File: config.mk
export PLATFORM = sky130hd
export DESIGN_NAME = interval_timer_regs_flat
export DESIGN_NICKNAME = d
export VERILOG_FILES = /design/src/design/itmr_pkg.sv /design/src/design/itmr_ifs.sv /design/src/design/itmr_in_stage.sv /design/src/design/itmr_core.sv /design/src/design/itmr_out_stage.sv /design/src/design/interval_timer_regs.sv /design/src/flat_wrapper.sv
export SDC_FILE = /design/constraint.sdc
export NUM_CORES = 1
export LEC_CHECK = 0
export BUFFER_PORTS_ARGS = -buffer_cell sky130_fd_sc_hd__buf_2
export CORE_MARGIN = 4
export CORE_UTILIZATION = 27
export CTS_BUF_LIST = sky130_fd_sc_hd__clkbuf_16
export DETAILED_ROUTE_END_ITERATION = 10
export GPL_TIMING_DRIVEN = 0
export PLACE_DENSITY = 0.4
export SLEW_MARGIN = 20
export SYNTH_ARGS = -nofsm -noshare
export SYNTH_HDL_FRONTEND = slang
export SYNTH_HIERARCHICAL = 1
export SYNTH_SLANG_ARGS = --single-unit
File: constraint.sdc
create_clock -name i_clk -period 10.12 [get_ports i_clk]
set_clock_uncertainty 0.15 [all_clocks]
set_input_delay 1.518 -clock i_clk [delete_from_list [all_inputs] [get_ports i_clk]]
set_output_delay 1.518 -clock i_clk [all_outputs]
set_load 0.03 [all_outputs]
File: src/design/itmr_pkg.sv
// itmr_pkg: shared types and constants of the interval timer register block
// item and result structs, action codes, register indexes, control bit positions
// no dependencies
`timescale 1ns / 1ps

package itmr_pkg;

    localparam int unsigned ACTION_W = 2;
    localparam int unsigned INDEX_W  = 3;
    localparam int unsigned WORD_W   = 16;
    localparam int unsigned COUNT_W  = 2 * WORD_W;

    // item kinds
    typedef enum logic [ACTION_W-1:0] {
        ACT_TICK  = 2'd0,
        ACT_READ  = 2'd1,
        ACT_WRITE = 2'd2,
        ACT_NONE  = 2'd3
    } t_action;

    // word register map
    localparam logic [INDEX_W-1:0] REG_STATUS    = 3'd0;
    localparam logic [INDEX_W-1:0] REG_CONTROL   = 3'd1;
    localparam logic [INDEX_W-1:0] REG_PERIOD_LO = 3'd2;
    localparam logic [INDEX_W-1:0] REG_PERIOD_HI = 3'd3;
    localparam logic [INDEX_W-1:0] REG_SNAP_LO   = 3'd4;
    localparam logic [INDEX_W-1:0] REG_SNAP_HI   = 3'd5;

    // control word bit positions
    localparam int unsigned CTL_IEN_BIT   = 0;
    localparam int unsigned CTL_CONT_BIT  = 1;
    localparam int unsigned CTL_START_BIT = 2;
    localparam int unsigned CTL_STOP_BIT  = 3;

    typedef struct packed {
        logic [ACTION_W-1:0] action;
        logic [INDEX_W-1:0]  reg_index;
        logic [WORD_W-1:0]   write_data;
    } t_item;

    typedef struct packed {
        logic [WORD_W-1:0] read_data;
        logic              irq_level;
    } t_result;

    // timer status seen by the top level
    typedef struct packed {
        logic timeout;
        logic running;
        logic irq_en;
    } t_status;

endpackage

File: src/design/itmr_ifs.sv
// itmr_ifs: valid/ready channel interfaces for items and results
// depends on itmr_pkg for field widths
`timescale 1ns / 1ps

interface itmr_in_if;
    import itmr_pkg::*;
    logic                valid;
    logic                ready;
    logic [ACTION_W-1:0] action;
    logic [INDEX_W-1:0]  reg_index;
    logic [WORD_W-1:0]   write_data;

    modport source (output valid, output action, output reg_index, output write_data,
                    input ready);
    modport sink   (input valid, input action, input reg_index, input write_data,
                    output ready);
endinterface

interface itmr_out_if;
    import itmr_pkg::*;
    logic              valid;
    logic              ready;
    logic [WORD_W-1:0] read_data;
    logic              irq_level;

    modport source (output valid, output read_data, output irq_level, input ready);
    modport sink   (input valid, input read_data, input irq_level, output ready);
endinterface

File: src/design/itmr_in_stage.sv
// itmr_in_stage: input register that holds one accepted item
// depends on itmr_pkg
`timescale 1ns / 1ps

module itmr_in_stage
    import itmr_pkg::*;
(
    input  logic  i_clk,
    input  logic  i_rst_n,
    input  logic  i_valid,
    input  t_item i_item,
    output logic  o_ready,
    input  logic  i_take,
    output logic  o_valid,
    output t_item o_item
);

    logic  r_valid;
    t_item r_item;

    assign o_ready = !r_valid || i_take;
    assign o_valid = r_valid;
    assign o_item  = r_item;

    always_ff @(posedge i_clk) begin
        if (!i_rst_n) begin
            r_valid <= 1'b0;
        end else if (o_ready) begin
            r_valid <= i_valid;
        end
    end

    always_ff @(posedge i_clk) begin
        if (o_ready && i_valid) begin
            r_item <= i_item;
        end
    end

endmodule

File: src/design/itmr_core.sv
// itmr_core: timer state and its update for one item per cycle while i_fire is high
// depends on itmr_pkg
`timescale 1ns / 1ps

module itmr_core
    import itmr_pkg::*;
(
    input  logic    i_clk,
    input  logic    i_rst_n,
    input  logic    i_fire,
    input  t_item   i_item,
    output t_result o_result,
    output t_status o_status
);

    logic               r_timeout, n_timeout;
    logic               r_running, n_running;
    logic [1:0]         r_ctrl,    n_ctrl;
    logic [WORD_W-1:0]  r_per_lo,  n_per_lo;
    logic [WORD_W-1:0]  r_per_hi,  n_per_hi;
    logic [WORD_W-1:0]  r_snap_lo, n_snap_lo;
    logic [WORD_W-1:0]  r_snap_hi, n_snap_hi;
    logic [COUNT_W-1:0] r_count,   n_count;
    logic [WORD_W-1:0]  s_rd;
    logic [COUNT_W-1:0] s_period;

    always_comb begin
        n_timeout = r_timeout;
        n_running = r_running;
        n_ctrl    = r_ctrl;
        n_per_lo  = r_per_lo;
        n_per_hi  = r_per_hi;
        n_snap_lo = r_snap_lo;
        n_snap_hi = r_snap_hi;
        n_count   = r_count;
        s_rd      = '0;
        s_period  = {r_per_hi, r_per_lo};
        unique case (t_action'(i_item.action))
            ACT_TICK: begin
                if (r_running) begin
                    // count of 0 or 1 expires
                    if (r_count[COUNT_W-1:1] == '0) begin
                        n_timeout = 1'b1;
                        if (r_ctrl[CTL_CONT_BIT]) begin
                            n_count = s_period;
                        end else begin
                            n_count   = '0;
                            n_running = 1'b0;
                        end
                    end else begin
                        n_count = r_count - COUNT_W'(1);
                    end
                end
            end
            ACT_READ: begin
                unique case (i_item.reg_index)
                    REG_STATUS:    s_rd = {{(WORD_W-2){1'b0}}, r_running, r_timeout};
                    REG_CONTROL:   s_rd = {{(WORD_W-2){1'b0}}, r_ctrl};
                    REG_PERIOD_LO: s_rd = r_per_lo;
                    REG_PERIOD_HI: s_rd = r_per_hi;
                    REG_SNAP_LO:   s_rd = r_snap_lo;
                    REG_SNAP_HI:   s_rd = r_snap_hi;
                    default:       s_rd = '0;
                endcase
            end
            ACT_WRITE: begin
                unique case (i_item.reg_index) inside
                    REG_STATUS: n_timeout = 1'b0;
                    REG_CONTROL: begin
                        n_ctrl = i_item.write_data[1:0];
                        // start and stop both judged against the old running flag
                        if (i_item.write_data[CTL_START_BIT] && !r_running) begin
                            n_count   = s_period;
                            n_running = 1'b1;
                        end
                        if (i_item.write_data[CTL_STOP_BIT] && r_running) begin
                            n_running = 1'b0;
                        end
                    end
                    REG_PERIOD_LO, REG_PERIOD_HI: begin
                        if (i_item.reg_index == REG_PERIOD_LO) begin
                            n_per_lo = i_item.write_data;
                        end else begin
                            n_per_hi = i_item.write_data;
                        end
                        if (r_running) begin
                            n_count = {n_per_hi, n_per_lo};
                        end
                    end
                    REG_SNAP_LO, REG_SNAP_HI: begin
                        n_snap_lo = r_count[WORD_W-1:0];
                        n_snap_hi = r_count[COUNT_W-1:WORD_W];
                    end
                    default: ;
                endcase
            end
            default: ;
        endcase
    end

    assign o_result.read_data = s_rd;
    assign o_result.irq_level = n_timeout & n_ctrl[CTL_IEN_BIT];
    assign o_status.timeout   = r_timeout;
    assign o_status.running   = r_running;
    assign o_status.irq_en    = r_ctrl[CTL_IEN_BIT];

    always_ff @(posedge i_clk) begin
        if (!i_rst_n) begin
            r_timeout <= 1'b0;
            r_running <= 1'b0;
            r_ctrl    <= '0;
            r_per_lo  <= '0;
            r_per_hi  <= '0;
            r_snap_lo <= '0;
            r_snap_hi <= '0;
            r_count   <= '0;
        end else if (i_fire) begin
            r_timeout <= n_timeout;
            r_running <= n_running;
            r_ctrl    <= n_ctrl;
            r_per_lo  <= n_per_lo;
            r_per_hi  <= n_per_hi;
            r_snap_lo <= n_snap_lo;
            r_snap_hi <= n_snap_hi;
            r_count   <= n_count;
        end
    end

endmodule

File: src/design/itmr_out_stage.sv
// itmr_out_stage: result register toward the output channel
// depends on itmr_pkg
`timescale 1ns / 1ps

module itmr_out_stage
    import itmr_pkg::*;
(
    input  logic    i_clk,
    input  logic    i_rst_n,
    input  logic    i_load,
    input  t_result i_result,
    output logic    o_can_load,
    output logic    o_valid,
    input  logic    i_ready,
    output t_result o_result
);

    logic    r_valid;
    t_result r_result;

    assign o_can_load = !r_valid || i_ready;
    assign o_valid    = r_valid;
    assign o_result   = r_result;

    always_ff @(posedge i_clk) begin
        if (!i_rst_n) begin
            r_valid <= 1'b0;
        end else if (o_can_load) begin
            r_valid <= i_load;
        end
    end

    always_ff @(posedge i_clk) begin
        if (i_load) begin
            r_result <= i_result;
        end
    end

endmodule

File: src/design/interval_timer_regs.sv
// interval_timer_regs: top level of the 32-bit interval timer register block
// depends on itmr_pkg, itmr_ifs, itmr_in_stage, itmr_core, itmr_out_stage
`timescale 1ns / 1ps

// A 32-bit down-counting interval timer behind six 16-bit word registers
// (status, control, period low/high, snapshot low/high). Each item on i_in is
// a tick, a register read or a register write, and each gives exactly one
// result item on o_out carrying the read data (zero for ticks and writes) and
// the interrupt level after the item (timeout and enable). The block takes one
// item per clock as long as o_out is drained: an item lands in the input
// register at the edge that accepts it, its state update and result are formed
// combinationally while it sits there, and both are registered, in the timer
// state and the result register, at an edge at which the result register can
// take the result; throughput is one item per cycle as long as o_out is
// drained. A stalled output keeps the result register full; the input register
// still takes one more item before i_in.ready drops.
module interval_timer_regs
    import itmr_pkg::*;
(
    input logic        i_clk,
    input logic        i_rst_n,
    itmr_in_if.sink    i_in,
    itmr_out_if.source o_out
);

    t_item   s_in_item;
    t_item   s_item;
    logic    s_item_valid;
    logic    s_fire;
    logic    s_can_load;
    t_result s_result;
    t_result s_out_result;
    t_status s_status;

    // pack the channel fields
    assign s_in_item.action     = i_in.action;
    assign s_in_item.reg_index  = i_in.reg_index;
    assign s_in_item.write_data = i_in.write_data;

    // an item is processed when the result register can take its result
    assign s_fire = s_item_valid && s_can_load;

    itmr_in_stage u_in_stage (
        .i_clk   (i_clk),
        .i_rst_n (i_rst_n),
        .i_valid (i_in.valid),
        .i_item  (s_in_item),
        .o_ready (i_in.ready),
        .i_take  (s_fire),
        .o_valid (s_item_valid),
        .o_item  (s_item)
    );

    // timer state, updated once per processed item
    itmr_core u_core (
        .i_clk    (i_clk),
        .i_rst_n  (i_rst_n),
        .i_fire   (s_fire),
        .i_item   (s_item),
        .o_result (s_result),
        .o_status (s_status)
    );

    itmr_out_stage u_out_stage (
        .i_clk      (i_clk),
        .i_rst_n    (i_rst_n),
        .i_load     (s_fire),
        .i_result   (s_result),
        .o_can_load (s_can_load),
        .o_valid    (o_out.valid),
        .i_ready    (o_out.ready),
        .o_result   (s_out_result)
    );

    assign o_out.read_data = s_out_result.read_data;
    assign o_out.irq_level = s_out_result.irq_level;

    // timeout is only ever raised by a tick
    a_timeout_by_tick : assert property (@(posedge i_clk) disable iff (!i_rst_n)
        $rose(s_status.timeout) |-> $past(s_fire && s_item.action == ACT_TICK))
        else $error("timeout set without a tick");

    // the timer stops only on a tick or a control write
    a_stop_cause : assert property (@(posedge i_clk) disable iff (!i_rst_n)
        $fell(s_status.running) |-> $past(s_fire && (s_item.action == ACT_TICK
            || (s_item.action == ACT_WRITE && s_item.reg_index == REG_CONTROL))))
        else $error("running cleared without cause");

    // a held item is never dropped from the input register
    a_item_held : assert property (@(posedge i_clk) disable iff (!i_rst_n)
        (s_item_valid && !s_fire) |=> (s_item_valid && $stable(s_item)))
        else $error("pending item lost");

endmodule
File: src/flat_wrapper.sv
// flat-port wrapper written by rule: the top's interface ports become plain ports
module interval_timer_regs_flat import itmr_pkg::*;
  (i_clk, i_rst_n, i_in_valid, i_in_action, i_in_reg_index, i_in_write_data, i_in_ready, o_out_valid, o_out_read_data, o_out_irq_level, o_out_ready);
  itmr_in_if i_in_i ();
  itmr_out_if o_out_i ();
  input logic i_clk;
  input logic i_rst_n;
  input wire logic [$bits(i_in_i.valid)-1:0] i_in_valid;
  input wire logic [$bits(i_in_i.action)-1:0] i_in_action;
  input wire logic [$bits(i_in_i.reg_index)-1:0] i_in_reg_index;
  input wire logic [$bits(i_in_i.write_data)-1:0] i_in_write_data;
  output wire logic [$bits(i_in_i.ready)-1:0] i_in_ready;
  output wire logic [$bits(o_out_i.valid)-1:0] o_out_valid;
  output wire logic [$bits(o_out_i.read_data)-1:0] o_out_read_data;
  output wire logic [$bits(o_out_i.irq_level)-1:0] o_out_irq_level;
  input wire logic [$bits(o_out_i.ready)-1:0] o_out_ready;
  assign i_in_i.valid = i_in_valid;
  assign i_in_i.action = i_in_action;
  assign i_in_i.reg_index = i_in_reg_index;
  assign i_in_i.write_data = i_in_write_data;
  assign i_in_ready = i_in_i.ready;
  assign o_out_valid = o_out_i.valid;
  assign o_out_read_data = o_out_i.read_data;
  assign o_out_irq_level = o_out_i.irq_level;
  assign o_out_i.ready = o_out_ready;
  interval_timer_regs u_core (.i_clk(i_clk), .i_rst_n(i_rst_n), .i_in(i_in_i), .o_out(o_out_i));
endmodule
==> reports/qor.csv <==
stage,metric,value,unit
layout,postLayoutCellArea,8350,um2
timing,final_max_slew_viol_count,0,
place,placedInstanceArea,7670,um2
floorplan,boundaryPins,44,
worst_setup_path,required,10.28,ns
place,post-place-ws,4.62,ns
routing,drtPass1Iterations,5,
routing,post_drt_via_cell_ratio,5.25,
timing,fmax,228,MHz
routing,wl_per_cell,22.5,um
yosys,synth_fp_nets,828,
worst_setup_path,r2r-start,u_core/u_in_stage/o_item[16],
clock_network,cts.sinks,140,
routing,drt-initial-drc-count,602,
timing,tightest_slew,0.963,ns
run,drv_cap,0,
routing,num_vias,6344,
hold_path,hp-class,reg -> reg,
timing,fin_crit,4.39,ns
clock_network,numCtsBuffers,17,
hold_path,hold_start,u_core/u_core/r_snap_lo[4],
worst_setup_path,worst-setup-path-type,in -> reg,
layout,post_route_cells_drive_above_1_share,13.0,%
hold_path,hold_depth,2,
floorplan,std_cell_rows,58,
clock_network,htree_num_levels,4,
hold_path,min_to,u_core/u_core/r_snap_lo[4],
worst_setup_path,critPathMaxFanout,12,
timing,rsz0062_at_grt,no,
global_routing,grt_pass1_vias,6373,
layout,final_common_cell,nand2_1,
routing,wirelength,27.2,mm
floorplan,core-area,25400,um2
routing,final_antenna_net_count,0,
timing,slew_headroom,35.6,%
clock_network,postCtsHoldBufs,0,
power_and_ir_drop,finalPower,1.64,mW
global_routing,grt_pass1_wl,41.3,mm
yosys,syn-cell-area,7040,um2
clock_network,cts_root_buffer,clkbuf_16,
floorplan,die-area,28700,um2
worst_setup_path,cp-start-kind,input pin,
timing,setup_viol,0,
yosys,syn_area_per_cell,8.78,um2
layout,antennaDiodeCount,0,
floorplan,start_util,27.7,%
floorplan,die_h,169,um
worst_setup_path,endpoint_kind,flip-flop,
power_and_ir_drop,vdd_drop_max,0.107,mV
global_routing,track_usage,19.2,%
global_routing,grt_remaining_overflow,0,
clock_network,cts_resized,0,
layout,fin_nets,891,
routing,drc,0,
worst_setup_path,timing.rr.end,u_core/u_out_stage/o_result[14],
timing,setup_ws,5.73,ns
worst_setup_path,cp_data_arrival_time,4.55,ns
layout,area_growth,18.6,%
timing,hold_viol,0,
global_routing,antenna_found_initial,0,
place,dp_hpwl,20.3,mm
clock_network,cts_tree,done,
global_routing,grt_max_degree,23,
place,place.gp.congestion,0.889,
run_status,status,finished clean,
yosys,syn_inst,802,
worst_setup_path,r2r_cells,8,
clock_network,clkTransAtPathRegs,0.06,ns
clock_network,cts_setup_buffers,0,
layout,layout_common_cells,"nand2_1, dfxtp_1, a21oi_1",
yosys,yosys_warnings,6,
clock_network,clock_path_buffers,2,
place,portBuffers,43,
floorplan,die_x,169,um
power_and_ir_drop,power_leakage,2.94,nW
clock_network,clkLatencyLatePin,0.44,ns
worst_setup_path,rrSetupSlack,6.35,ns
power_and_ir_drop,power_density,197,nW/um2
timing,fin_tns_setup,0,ns
timing,period_share,43.4,%
==> metrics by stage <==
stage	hold WS, ns	util [%]	std cells
final	0.303	32.9	1208
after global routing	0.320	32.9	1208
after CTS	0.304	32.8	1207
after detailed placement	0.295	30.2	1175
after global placement	0.292	30.2	1175
after floorplan	0.283	-	802
==> flip-flops by register name, summed over array words and instances, names as in the netlist <==
signal                       flops
u_core/u_core/r_running          1
u_core/u_core/r_timeout          1
u_core/u_in_stage/o_valid        1
u_core/u_core/r_snap_hi         16
u_core/u_out_stage/o_result     17
u_core/u_core/r_snap_lo         16
u_core/u_core/r_per_hi          16
u_core/u_in_stage/o_item        21
u_core/u_core/r_per_lo          16
u_core/u_out_stage/o_valid       1
u_core/u_core/r_count           32
u_core/u_core/r_ctrl             2
==> worst max path at each step <==
stage | start | endpoint | slack, ns
3_5_place_dp | o_out_ready | u_core/u_core/r_per_lo[12] | 4.62
5_1_grt | o_out_ready | u_core/u_core/r_per_lo[10] | 5.48
2_1_floorplan | o_out_ready | u_core/u_core/r_per_lo[2] | 5.81
4_1_cts | o_out_ready | u_core/u_core/r_per_lo[12] | 5.07
3_3_place_gp | o_out_ready | u_core/u_core/r_per_lo[6] | 4.64
6_report | o_out_ready | u_core/u_core/r_per_lo[2] | 5.73
==> power breakdown <==
part	internal (mW)	switching (mW)
sequential	0.591	0.0171
combinational	0.100	0.222
clock	0.442	0.272
==> metal layers <==
metal  GRT usage (%)  wire [um]
met4            6.48        609
met1            27.5      12800
met2            28.5      11900
met3            4.24       1830
met5               0          0
==> critical path, cell delays in order <==
cell	delay, ns
buf_2	0.07
nand2b_4	0.11
and2_1	0.43
buf_8	0.23
nor2b_1	0.19
clkbuf_1	0.39
nand3_1	0.29
nor3_2	0.57
buf_2	0.44
mux2i_1	0.23
nor2_1	0.06
==> layout make-up <==
cell class,count,area (um2)
buffer,69,273
clock buffer,17,425
clock inverter,15,234
fill,2703,17100
inverter,9,33.8
multi-input combinational,584,3560
sequential,140,3180
tap,330,413
timing repair buffer,44,230
No activity file was read; power rests on OpenSTA's default activity.
